===== config.mk =====
export PLATFORM = sky130hd
export DESIGN_NAME = block_upload_sequencer
export DESIGN_NICKNAME = d
export VERILOG_FILES = /design/src/hw/rtl/bus_pkg.sv /design/src/hw/rtl/bus_front.sv /design/src/hw/rtl/bus_back.sv /design/src/hw/rtl/block_upload_sequencer.sv
export SDC_FILE = /design/constraint.sdc
export NUM_CORES = 2
export LEC_CHECK = 0
export ABC_AREA = 1
export BUFFER_PORTS_ARGS = -buffer_cell sky130_fd_sc_hd__buf_4
export CORE_ASPECT_RATIO = 0.9
export CORE_MARGIN = 2
export CORE_UTILIZATION = 35
export CTS_CLUSTER_DIAMETER = 40
export CTS_CLUSTER_SIZE = 20
export DETAILED_ROUTE_END_ITERATION = 10
export GPL_TIMING_DRIVEN = 1
export SLEW_MARGIN = 15
export SYNTH_ARGS = -nofsm -noshare
export SYNTH_HDL_FRONTEND = slang
export SYNTH_SLANG_ARGS = --single-unit

===== constraint.sdc =====
create_clock -name clk -period 9.5 [get_ports clk]
set_input_delay 0.95 -clock clk [delete_from_list [all_inputs] [get_ports clk]]
set_output_delay 0.95 -clock clk [all_outputs]
set_load 0.01 [all_outputs]

===== src/hw/rtl/bus_pkg.sv =====
// Shared types and constants of the block upload sequencer.
// Used by bus_front, bus_back and block_upload_sequencer; depends on nothing.
`default_nettype none
package bus_pkg;

	localparam int unsigned MaxBlockBytes = 1024;
	localparam int unsigned ChunkBytes    = 512;
	localparam int unsigned HelloMinSize  = 8;

	localparam int unsigned InDataW  = 144;
	localparam int unsigned OutDataW = 120;

	// Event type codes of the bootloader protocol.
	localparam logic [15:0] EV_HELLO        = 16'd1;
	localparam logic [15:0] EV_START_ACK    = 16'd3;
	localparam logic [15:0] EV_DATA_ACK     = 16'd6;
	localparam logic [15:0] EV_PROGRAM_ACK  = 16'd9;
	localparam logic [15:0] EV_ACTIVATE_ACK = 16'd12;

	// Input op codes.
	localparam logic [1:0] OP_START = 2'd0;
	localparam logic [1:0] OP_EVENT = 2'd1;
	localparam logic [1:0] OP_TICK  = 2'd2;

	// Result action codes.
	localparam logic [2:0] ACT_START    = 3'd0;
	localparam logic [2:0] ACT_CHUNK    = 3'd1;
	localparam logic [2:0] ACT_PROGRAM  = 3'd2;
	localparam logic [2:0] ACT_ACTIVATE = 3'd3;
	localparam logic [2:0] ACT_FINISHED = 3'd4;

	// Finished status codes.
	localparam logic [2:0] STS_OK       = 3'd0;
	localparam logic [2:0] STS_PROTOCOL = 3'd1;
	localparam logic [2:0] STS_RETRIES  = 3'd2;
	localparam logic [2:0] STS_CRC      = 3'd3;
	localparam logic [2:0] STS_ARGS     = 3'd4;

	// Configuration register indexes.
	localparam logic [2:0] REG_MEM_TYPE    = 3'd0;
	localparam logic [2:0] REG_MEM_BANK    = 3'd1;
	localparam logic [2:0] REG_TIMEOUT     = 3'd2;
	localparam logic [2:0] REG_MSG_RETRIES = 3'd3;
	localparam logic [2:0] REG_BLK_RETRIES = 3'd4;

	typedef enum logic [1:0] {
		KIND_START,
		KIND_EVENT,
		KIND_TICK
	} kind_t;

	typedef struct packed {
		kind_t       kind;
		logic [31:0] image_length;
		logic [15:0] image_crc;
		logic [15:0] event_type;
		logic [9:0]  event_size;
		logic [31:0] first_word;
		logic [31:0] second_word;
	} item_t;

	typedef struct packed {
		logic [2:0]  action;
		logic [31:0] block_number;
		logic [9:0]  chunk_offset;
		logic [9:0]  chunk_length;
		logic [31:0] image_offset;
		logic [9:0]  copy_length;
		logic [15:0] crc_value;
		logic [2:0]  status;
	} res_t;

	// Handshake between the front queue and the sequencer.
	typedef struct packed {
		logic  valid;
		item_t item;
	} queue_out_t;

endpackage
`default_nettype wire


===== src/hw/rtl/bus_front.sv =====
// Front end: accepts input words, classifies them and holds them in a two-entry queue.
// Depends on bus_pkg.
`default_nettype none
module bus_front import bus_pkg::*; (
	input  wire logic       clk,
	input  wire logic       arst_n,
	input  wire logic       in_valid,
	output logic            in_ready,
	input  wire logic [1:0] in_op,
	input  wire item_t      in_item,
	output queue_out_t      q_out,
	input  wire logic       q_pop
);

	item_t      fifo_q [2];
	logic       wr_ptr_q;
	logic       rd_ptr_q;
	logic [1:0] count_q;
	logic       push;
	logic       pop;
	item_t      cls;

	// Classify the op; an unknown op is accepted and dropped.
	always_comb begin
		cls = in_item;
		case (in_op)
			OP_START: cls.kind = KIND_START;
			OP_EVENT: cls.kind = KIND_EVENT;
			default:  cls.kind = KIND_TICK;
		endcase
	end

	assign in_ready    = (count_q != 2'd2);
	assign push        = in_valid && in_ready && (in_op != 2'd3);
	assign pop         = q_pop && (count_q != 2'd0);
	assign q_out.valid = (count_q != 2'd0);
	assign q_out.item  = fifo_q[rd_ptr_q];

	// Queue storage.
	always_ff @(posedge clk) begin
		if (push) begin
			fifo_q[wr_ptr_q] <= cls;
		end
	end

	// Queue pointers and fill count.
	always_ff @(posedge clk or negedge arst_n) begin
		if (!arst_n) begin
			wr_ptr_q <= 1'b0;
			rd_ptr_q <= 1'b0;
			count_q  <= 2'd0;
		end else begin
			if (push) wr_ptr_q <= ~wr_ptr_q;
			if (pop)  rd_ptr_q <= ~rd_ptr_q;
			count_q <= count_q + {1'b0, push} - {1'b0, pop};
		end
	end

endmodule
`default_nettype wire


===== src/hw/rtl/bus_back.sv =====
// Back end: the upload sequencer with its block-count divider and the output register.
// Depends on bus_pkg; fed by bus_front.
`default_nettype none
module bus_back import bus_pkg::*; (
	input  wire logic        clk,
	input  wire logic        arst_n,
	input  wire logic        cfg_wen,
	input  wire logic [2:0]  cfg_index,
	input  wire logic [15:0] cfg_data,
	input  wire queue_out_t  q_in,
	output logic             q_pop,
	output logic             out_valid,
	input  wire logic        out_ready,
	output res_t             out_res
);

	typedef enum logic [2:0] {
		ST_FETCH, ST_DIV, ST_CHK, ST_OFS, ST_CPY, ST_EMIT
	} state_t;

	typedef enum logic [2:0] {
		PH_IDLE, PH_HELLO, PH_START, PH_DATA, PH_PROGRAM, PH_ACTIVATE
	} phase_t;

	typedef enum logic [2:0] {
		DO_NONE, DO_FINISH, DO_START, DO_CHUNK, DO_PROGRAM, DO_ACTIVATE, DO_DIV
	} do_t;

	// Configuration registers (the memory type and bank bytes are stored but not used in this block).
	logic [7:0]  mem_type_q, mem_bank_q, msg_retries_q, blk_retries_q;
	logic [15:0] timeout_q;

	state_t      state_q;
	phase_t      phase_q, phase_n;
	logic [31:0] block_bytes_q, block_bytes_n;
	logic [31:0] allowed_q, allowed_n;
	logic [31:0] needed_q;
	logic [31:0] block_q, block_n;
	logic [32:0] base_q, base_n;
	logic [10:0] coff_q, coff_n;
	logic [7:0]  msg_att_q, msg_att_n;
	logic [7:0]  blk_att_q, blk_att_n;
	logic [15:0] wait_q, wait_n;
	logic [31:0] length_q, length_n;
	logic [15:0] crc_q, crc_n;
	do_t         act;
	logic [2:0]  fin_status;
	logic        want_bf, want_mf, want_bb, want_bd;

	logic [32:0] num_q;
	logic [31:0] rem_q;
	logic [5:0]  div_cnt_q;
	logic [32:0] rem_try;
	logic        rem_ge;

	logic [32:0] ioff_s1;
	logic [9:0]  clen_s1;
	logic [31:0] rem_bytes;
	logic [9:0]  clen_c;
	logic [10:0] coff_sum;
	logic [15:0] limit;
	logic [15:0] wait_inc;
	logic [31:0] copy_diff;
	logic [9:0]  copy_c;
	item_t       it;
	res_t        res_q;
	res_t        res_n;
	logic        fetch;
	logic        emit_go;

	assign it      = q_in.item;
	assign fetch   = (state_q == ST_FETCH) && q_in.valid;
	assign q_pop   = fetch;
	assign emit_go = (state_q == ST_EMIT) && (!out_valid || out_ready);

	// Chunk length from the current offset.
	assign rem_bytes = block_bytes_q - {21'd0, coff_q};
	assign clen_c    = (rem_bytes > 32'(ChunkBytes)) ? 10'(ChunkBytes) : rem_bytes[9:0];
	assign coff_sum  = coff_q + {1'b0, clen_c};
	assign limit     = (timeout_q == 16'd0) ? 16'd1 : timeout_q;
	assign wait_inc  = (wait_q == 16'hFFFF) ? wait_q : wait_q + 16'd1;

	// One restoring division step.
	assign rem_try = {rem_q, num_q[32]};
	assign rem_ge  = (rem_try >= {1'b0, block_bytes_q});

	// Bytes of the chunk that lie inside the image.
	assign copy_diff = length_q - ioff_s1[31:0];
	always_comb begin
		if (ioff_s1 < {1'b0, length_q}) begin
			copy_c = (copy_diff > {22'd0, clen_s1}) ? clen_s1 : copy_diff[9:0];
		end else begin
			copy_c = 10'd0;
		end
	end

	// Next-state decision for a fetched word or for the check after the division.
	always_comb begin
		phase_n       = phase_q;
		block_bytes_n = block_bytes_q;
		allowed_n     = allowed_q;
		block_n       = block_q;
		base_n        = base_q;
		coff_n        = coff_q;
		msg_att_n     = msg_att_q;
		blk_att_n     = blk_att_q;
		wait_n        = wait_q;
		length_n      = length_q;
		crc_n         = crc_q;
		act           = DO_NONE;
		fin_status    = STS_OK;
		want_bf       = 1'b0;
		want_mf       = 1'b0;
		want_bb       = 1'b0;
		want_bd       = 1'b0;

		if (state_q == ST_CHK) begin
			if ((needed_q > allowed_q) || (block_bytes_q > 32'(MaxBlockBytes))) begin
				act        = DO_FINISH;
				fin_status = STS_ARGS;
			end else begin
				block_n = 32'd0;
				base_n  = 33'd0;
				want_bb = 1'b1;
			end
		end else if (fetch) begin
			case (it.kind)
				KIND_START: begin
					if (phase_q == PH_IDLE) begin
						length_n = it.image_length;
						crc_n    = it.image_crc;
						if (it.image_length == 32'd0) begin
							act        = DO_FINISH;
							fin_status = STS_ARGS;
						end else begin
							phase_n = PH_HELLO;
							wait_n  = 16'd0;
						end
					end
				end
				KIND_EVENT: begin
					case (phase_q)
						PH_HELLO: begin
							if ((it.event_type != EV_HELLO) ||
								(it.event_size < 10'(HelloMinSize)) ||
								(it.first_word == 32'd0)) begin
								act        = DO_FINISH;
								fin_status = STS_PROTOCOL;
							end else begin
								block_bytes_n = it.first_word;
								allowed_n     = it.second_word;
								act           = DO_DIV;
							end
						end
						PH_START: begin
							if (it.event_type != EV_START_ACK) want_bf = 1'b1;
							else want_bd = 1'b1;
						end
						PH_DATA: begin
							if (it.event_type != EV_DATA_ACK) begin
								want_mf = 1'b1;
							end else begin
								coff_n = coff_sum;
								if ({21'd0, coff_sum} < block_bytes_q) begin
									msg_att_n = 8'd1;
									act       = DO_CHUNK;
								end else begin
									act = DO_PROGRAM;
								end
							end
						end
						PH_PROGRAM: begin
							if (it.event_type != EV_PROGRAM_ACK) begin
								want_bf = 1'b1;
							end else begin
								block_n = block_q + 32'd1;
								base_n  = base_q + {1'b0, block_bytes_q};
								if ((block_q + 32'd1) < needed_q) want_bb = 1'b1;
								else act = DO_ACTIVATE;
							end
						end
						PH_ACTIVATE: begin
							act        = DO_FINISH;
							fin_status = (it.event_type == EV_ACTIVATE_ACK) ? STS_OK : STS_CRC;
						end
						default: ;
					endcase
				end
				default: begin
					if (phase_q != PH_IDLE) begin
						wait_n = wait_inc;
						if (wait_inc >= limit) begin
							case (phase_q)
								PH_HELLO: begin
									act        = DO_FINISH;
									fin_status = STS_PROTOCOL;
								end
								PH_START:   want_bf = 1'b1;
								PH_DATA:    want_mf = 1'b1;
								PH_PROGRAM: want_bf = 1'b1;
								PH_ACTIVATE: begin
									act        = DO_FINISH;
									fin_status = STS_CRC;
								end
								default: ;
							endcase
						end
					end
				end
			endcase
		end

		// Start of the data phase of a block.
		if (want_bd) begin
			coff_n = 11'd0;
			if (msg_retries_q == 8'd0) begin
				want_bf = 1'b1;
			end else begin
				msg_att_n = 8'd1;
				act       = DO_CHUNK;
			end
		end
		// Failed chunk send.
		if (want_mf) begin
			if (msg_att_q < msg_retries_q) begin
				msg_att_n = msg_att_q + 8'd1;
				act       = DO_CHUNK;
			end else begin
				want_bf = 1'b1;
			end
		end
		// Failed block attempt.
		if (want_bf) begin
			if (blk_att_q < blk_retries_q) begin
				blk_att_n = blk_att_q + 8'd1;
				act       = DO_START;
			end else begin
				act        = DO_FINISH;
				fin_status = STS_RETRIES;
			end
		end
		// First attempt of a new block.
		if (want_bb) begin
			if (blk_retries_q == 8'd0) begin
				act        = DO_FINISH;
				fin_status = STS_RETRIES;
			end else begin
				blk_att_n = 8'd1;
				act       = DO_START;
			end
		end

		case (act)
			DO_FINISH:   begin phase_n = PH_IDLE;     wait_n = 16'd0; end
			DO_START:    begin phase_n = PH_START;    wait_n = 16'd0; end
			DO_CHUNK:    begin phase_n = PH_DATA;     wait_n = 16'd0; end
			DO_PROGRAM:  begin phase_n = PH_PROGRAM;  wait_n = 16'd0; end
			DO_ACTIVATE: begin phase_n = PH_ACTIVATE; wait_n = 16'd0; end
			default: ;
		endcase
	end

	// Descriptor for the decided action, or the chunk descriptor in its last step.
	always_comb begin
		res_n = '0;
		if (state_q == ST_CPY) begin
			res_n.action       = ACT_CHUNK;
			res_n.block_number = block_q;
			res_n.chunk_offset = coff_q[9:0];
			res_n.chunk_length = clen_s1;
			res_n.image_offset = ioff_s1[31:0];
			res_n.copy_length  = copy_c;
		end else begin
			case (act)
				DO_FINISH: begin
					res_n.action = ACT_FINISHED;
					res_n.status = fin_status;
				end
				DO_START: begin
					res_n.action       = ACT_START;
					res_n.block_number = block_n;
				end
				DO_PROGRAM: begin
					res_n.action       = ACT_PROGRAM;
					res_n.block_number = block_q;
				end
				DO_ACTIVATE: begin
					res_n.action    = ACT_ACTIVATE;
					res_n.crc_value = crc_q;
				end
				default: ;
			endcase
		end
	end

	// Configuration writes.
	always_ff @(posedge clk or negedge arst_n) begin
		if (!arst_n) begin
			mem_type_q    <= 8'd0;
			mem_bank_q    <= 8'd0;
			timeout_q     <= 16'd1000;
			msg_retries_q <= 8'd3;
			blk_retries_q <= 8'd3;
		end else if (cfg_wen) begin
			case (cfg_index)
				REG_MEM_TYPE:    mem_type_q    <= cfg_data[7:0];
				REG_MEM_BANK:    mem_bank_q    <= cfg_data[7:0];
				REG_TIMEOUT:     timeout_q     <= cfg_data;
				REG_MSG_RETRIES: msg_retries_q <= cfg_data[7:0];
				REG_BLK_RETRIES: blk_retries_q <= cfg_data[7:0];
				default: ;
			endcase
		end
	end

	// Sequencer state, divider and output register.
	always_ff @(posedge clk or negedge arst_n) begin
		if (!arst_n) begin
			state_q       <= ST_FETCH;
			phase_q       <= PH_IDLE;
			block_bytes_q <= 32'd0;
			allowed_q     <= 32'd0;
			needed_q      <= 32'd0;
			block_q       <= 32'd0;
			base_q        <= 33'd0;
			coff_q        <= 11'd0;
			msg_att_q     <= 8'd0;
			blk_att_q     <= 8'd0;
			wait_q        <= 16'd0;
			length_q      <= 32'd0;
			crc_q         <= 16'd0;
			num_q         <= 33'd0;
			rem_q         <= 32'd0;
			div_cnt_q     <= 6'd0;
			ioff_s1       <= 33'd0;
			clen_s1       <= 10'd0;
			res_q         <= '0;
			out_valid     <= 1'b0;
			out_res       <= '0;
		end else begin
			case (state_q)
				ST_FETCH, ST_CHK: begin
					if (fetch || state_q == ST_CHK) begin
						phase_q       <= phase_n;
						block_bytes_q <= block_bytes_n;
						allowed_q     <= allowed_n;
						block_q       <= block_n;
						base_q        <= base_n;
						coff_q        <= coff_n;
						msg_att_q     <= msg_att_n;
						blk_att_q     <= blk_att_n;
						wait_q        <= wait_n;
						length_q      <= length_n;
						crc_q         <= crc_n;
						res_q         <= res_n;
						case (act)
							DO_FINISH, DO_START, DO_PROGRAM, DO_ACTIVATE: state_q <= ST_EMIT;
							DO_CHUNK: state_q <= ST_OFS;
							DO_DIV: begin
								num_q     <= {1'b0, length_q} + {1'b0, it.first_word} - 33'd1;
								rem_q     <= 32'd0;
								div_cnt_q <= 6'd0;
								state_q   <= ST_DIV;
							end
							default: state_q <= ST_FETCH;
						endcase
					end
				end
				ST_DIV: begin
					rem_q     <= rem_ge ? 32'(rem_try - {1'b0, block_bytes_q}) : rem_try[31:0];
					num_q     <= {num_q[31:0], rem_ge};
					div_cnt_q <= div_cnt_q + 6'd1;
					// The last quotient bit completes the block count.
					if (div_cnt_q == 6'd32) begin
						needed_q <= num_q[31:0] << 1 | {31'd0, rem_ge};
						state_q  <= ST_CHK;
					end
				end
				ST_OFS: begin
					ioff_s1  <= base_q + {22'd0, coff_q};
					clen_s1  <= clen_c;
					state_q  <= ST_CPY;
				end
				ST_CPY: begin
					res_q   <= res_n;
					state_q <= ST_EMIT;
				end
				ST_EMIT: begin
					if (emit_go) begin
						out_res <= res_q;
						state_q <= ST_FETCH;
					end
				end
				default: state_q <= ST_FETCH;
			endcase
			// Output valid: set when a descriptor moves out, cleared when taken.
			if (emit_go) out_valid <= 1'b1;
			else if (out_ready) out_valid <= 1'b0;
		end
	end

endmodule
`default_nettype wire


===== src/hw/rtl/block_upload_sequencer.sv =====
// Block upload sequencer, built from a front queue (bus_front) and a sequencer (bus_back).
// Depends on bus_pkg.
//
// A start word stores the image length and CRC; the block then follows the bootloader
// protocol and emits one descriptor word per step: start block, data chunk, program,
// activate or finished. A word that produces no descriptor is popped from the head of the
// input queue; start block, program, activate and finished descriptors pass through
// res_q into the output register after their word is taken from the queue, and a data
// chunk also passes ST_OFS and ST_CPY, since its image offset and copy length are formed
// in two registered steps. The hello event runs a restoring divider for the block count,
// one quotient bit per cycle, and then checks the count. A full output register holds the
// sequencer until the word is taken. A two-word input queue and the output register let
// the input and output sides stall independently.
`default_nettype none
module block_upload_sequencer import bus_pkg::*; (
	input  wire logic                clk,
	input  wire logic                arst_n,
	input  wire logic                cfg_wen,
	input  wire logic [2:0]          cfg_index,
	input  wire logic [15:0]         cfg_data,
	input  wire logic                s_tvalid,
	output logic                     s_tready,
	// image_length, image_crc, event_type, event_size, first_word, second_word
	input  wire logic [InDataW-1:0]  s_tdata,
	// op
	input  wire logic [1:0]          s_tuser,
	output logic                     m_tvalid,
	input  wire logic                m_tready,
	// block_number, chunk_offset, chunk_length, image_offset, copy_length, crc_value, status
	output logic [OutDataW-1:0]      m_tdata,
	// action
	output logic [2:0]               m_tuser
);

	item_t      in_item;
	queue_out_t q_out;
	logic       q_pop;
	res_t       res;

	// Unpack the input word.
	always_comb begin
		in_item              = '0;
		in_item.image_length = s_tdata[31:0];
		in_item.image_crc    = s_tdata[47:32];
		in_item.event_type   = s_tdata[63:48];
		in_item.event_size   = s_tdata[73:64];
		in_item.first_word   = s_tdata[105:74];
		in_item.second_word  = s_tdata[137:106];
	end

	bus_front u_front (
		.clk      (clk),
		.arst_n   (arst_n),
		.in_valid (s_tvalid),
		.in_ready (s_tready),
		.in_op    (s_tuser),
		.in_item  (in_item),
		.q_out    (q_out),
		.q_pop    (q_pop)
	);

	bus_back u_back (
		.clk       (clk),
		.arst_n    (arst_n),
		.cfg_wen   (cfg_wen),
		.cfg_index (cfg_index),
		.cfg_data  (cfg_data),
		.q_in      (q_out),
		.q_pop     (q_pop),
		.out_valid (m_tvalid),
		.out_ready (m_tready),
		.out_res   (res)
	);

	// Pack the output word.
	assign m_tuser = res.action;
	assign m_tdata = {7'd0, res.status, res.crc_value, res.copy_length, res.image_offset,
		res.chunk_length, res.chunk_offset, res.block_number};

endmodule
`default_nettype wire

==> summary.txt <==
Status
  – Status: finished, final reports clean

Layout
  – Design Area, Final: 0.05812 mm^2
  – Area growth, synth to finish: 19.15%
  – Fraction of layout cells with a size suffix above 1: 12.91%
  – Final Net Count: slightly above 6000

Timing
  – Final hold violation count: 0
  – F_max: 120.2 MHz
  – Minimum clock period: between 8 and 9 ns
  – Worst Tran Pin Value: 1.180 ns
  – Fin worst setup slack: between 1 and 1.5 ns
  – Unrepaired setup endpoints after global routing: no
  – Slew margin rel.: between 20 and 25%
  – Max-slew violation count: 0
  – Period utilization: 87.58%
  – Setup TNS: 0 ns
  – Clock Skews: between 0.06 and 0.07 ns
  – Setup-failing EPs final: 0
  – Hold_ws: ~0.24 ns

Placed design
  – PortBufs: between 200 and 300
  – DP HPWL: approximately 110000 um
  – Placed Area: ~0.053 mm^2
  – Setup WS pre-CTS: roughly 1.4 ns
  – Placer Congestion: between 0.9 and 1

Logic synthesis
  – Top FF cell, synth: dfrtp_1
  – Commonest cells in the netlist: nand2_1 (1022), inv_1 (712), dfrtp_1 (631)
  – Synth Cell Area: just under 0.05 mm^2
  – Post-synth EDFFs: between 200 and 300
  – Post-synthesis sequential area ratio: 49.78%
  – Seq cells post-synth: a little over 900
  – Leading area contributor after synthesis: dfrtp_1
  – Mapped Cells: around 5300
  – Yosys top cell area share: between 30 and 40%
  – Count leader, synth: nand2_1
  – Top post-synthesis cells by area: dfrtp_1 (32%), edfxtp_1 (17%), ha_1 (8.8%)
  – Synth warnings: 0
  – Mean Syn Cell Area: 9.207 um^2
  – Yosys cell types: 70
  – Async SR Flop Fraction: around 70%

Setup path
  – Worst Path Arrival: around 9 ns
  – FF-to-FF Start: u_back.block_bytes_q[0]
  – WS Path Type: register to register
  – Maximum fanout along the worst path: 38
  – Crit path required time: around 10 ns
  – CP max stage delay: a little under 0.8 ns
  – Critical Path End: u_back.rem_q[25]
  – Most used cell, CP: nand2_1
  – Worst r2r path cells: 47
  – Critical path startpoint: u_back.block_bytes_q[0]
  – Worst reg2reg path endpoint: u_back.rem_q[25]
  – Crit start category: register
  – Critical path's slowest cell: o21ai_0
  – Reg-to-reg slack, setup: about 1.2 ns
  – Crit. End Element: register

Die
  – Die span in y: approximately 360 um
  – Die ar.: 0.1424 mm^2
  – Number of top-level pins: just under 300
  – Initial core utilization: approximately 35%
  – Site row count: 129
  – Core Region: 0.1378 mm^2
  – Die Wd: around 400 um

Global routing
  – First-pass GRT wire length: 223100 um
  – Gr usage total: between 20% and 30%
  – Vias in the first global route: 36194
  – Pin count of the biggest net entering global routing: around 170
  – Total gr overflow: 0
  – Initial antenna violation count: 13

Power and ir drop
  – Internal power: slightly below 10 mW
  – Net Sw Frac: 39.22%
  – Leak Pwr: 27.34 nW
  – Peak VDD IR: approximately 220 uV
  – Seq pwr share: roughly 31%
  – Comb power frac: 35.2%
  – NetSw: about 6.4 mW
  – Clk pwr share: between 30% and 40%
  – PD cells: 280.5 mW/mm^2

Route
  – Vias: approximately 38000
  – WL per Instance: ~19 um
  – Routed Antenna Nets: 0
  – DRT Pass-1 Iters: 6
  – DRC violations left: 0
  – Final wirelength: approximately 150000 um
  – Iter 0 DRT Violations: between 3000 and 4000
  – Via-per-instance ratio: just over 5

Clocking
  – Clk slew on worst S/H paths: ~0.060 ns
  – Setup Buffers After CTS: 0
  – CTS root buffer: clkbuf_16
  – H-tree depth: 4
  – TritonCTS Buffers: approximately 140
  – Clk Latency, worst-skew pair: a little under 0.8 ns
  – CTS tree: yes
  – # hold bufs at CTS: 0
  – Clock sinks: 915
  – Post_cts resized: 0
  – Bufs on Longest Clock Path: 3

Min path
  – Worst Hold Class: input pin to asynchronous set/reset pin

Job
  – Number of max-cap violations: 0
==> power by group through the flow <==
stage	combinational, mW	sequential, mW	clock [mW]
2_1_floorplan	4.02	5.00	0
3_3_place_gp	5.61	5.07	0
3_5_place_dp	5.69	5.08	0
4_1_cts	5.73	5.01	5.66
5_1_grt	6.40	5.07	5.84
6_report	5.74	5.01	5.55
==> metal layers <==
layer,up-vias,GRT usage [%],part of all wire (%)
li1,18476,-,-
met1,18271,30.93,48
met2,1178,29.81,42
met3,212,4.253,7.4
met4,4,5.917,2.4
met5,-,0,0.016
==> layout make-up <==
| type | count | area, um^2 |
|---|---|---|
| Timing Repair Buffer | 318 | 2474 |
| Clock inverter | 100 | 1354 |
| Multi-Input combinational cell | 3492 | 21120 |
| Tap cell | 1834 | 2295 |
| Antenna cell | 6 | 15.01 |
| Inverter | 732 | 2748 |
| Clock buffer | 167 | 3834 |
| Fill cell | 13505 | 79720 |
| Sequential cell | 915 | 24280 |
==> state kept, by name, summed over array words and instances (netlist names), 33 cells and up <==
register        flops
u_back.res_q      116
u_back.base_q      33
u_back.out_res    116
u_back.ioff_s1     33
u_back.num_q       33
u_front.fifo_q    274
==> metrics by stage <==
step	instances	util, %	total power, mW
5_1_grt	7562	42.16	17.32
2_1_floorplan	5304	-	9.019
6_report	7564	42.16	16.30
3_3_place_gp	7291	38.38	10.68
4_1_cts	7558	42.15	16.40
3_5_place_dp	7291	38.38	10.77
==> how the worst min path moves through the flow <==
stage | start | to | slack (ns) | depth (start not counted)
floorplan | u_back.res_q[19] | u_back.res_q[19] | 0.45 | 2
finish | arst_n | u_back.out_res[97] | 0.24 | 1
CTS | arst_n | u_back.block_q[29] | 0.25 | 1
detailed placement | u_back.num_q[31] | u_back.num_q[31] | 0.47 | 2
global route | s_tdata[48] | u_front.fifo_q[0][74] | 0.29 | 1
global placement | u_back.res_q[22] | u_back.res_q[22] | 0.46 | 2
==> cell usage in the layout (no fill, tap or decap), types with 11 or more instances in the layout <==
master	count
nor4_1	28
bufinv_16	11
xnor2_1	55
o22ai_1	94
o21ai_0	460
a21o_1	11
o21bai_1	11
dfrtp_1	630
nor2_1	296
a21oi_1	290
a31oi_1	15
or2_2	12
buf_4	310
ha_1	342
nand2_1	1018
o21a_1	17
xor2_1	115
clkbuf_1	12
nand4_1	75
edfxtp_1	274
inv_6	23
inv_2	17
inv_1	710
clkbuf_16	147
mux2i_1	115
inv_8	15
o211ai_1	24
a211oi_1	12
clkinv_2	11
nor2_2	15
o21ai_1	34
nor3_1	48
mux2_2	64
nand3_1	207
==> critical path: cells and delay by family, from the launching register on <==
kind,cells,cell delay [ns]
AOI/OAI and AO/OA,9,1.95
adders and majority gates,3,1.02
buffers and inverters,7,1.25
DFF,1,0.36
and+or+nand+nor,28,3.46
==> logic make-up after synthesis <==
| logic type | Yosys count | share of synthesized area, % |
|---|---|---|
| buf+inv | 897 | 7.182 |
| simple gates | 1751 | 15.19 |
| xor+xnor | 170 | 3.053 |
| flops | 915 | 49.78 |
| compound gates | 1036 | 11.89 |
| fa+ha+maj | 349 | 9.060 |
| mux | 179 | 3.837 |
| other cells | 1 | 0.007688 |
Note: power is estimated with default switching activity, not from simulation.
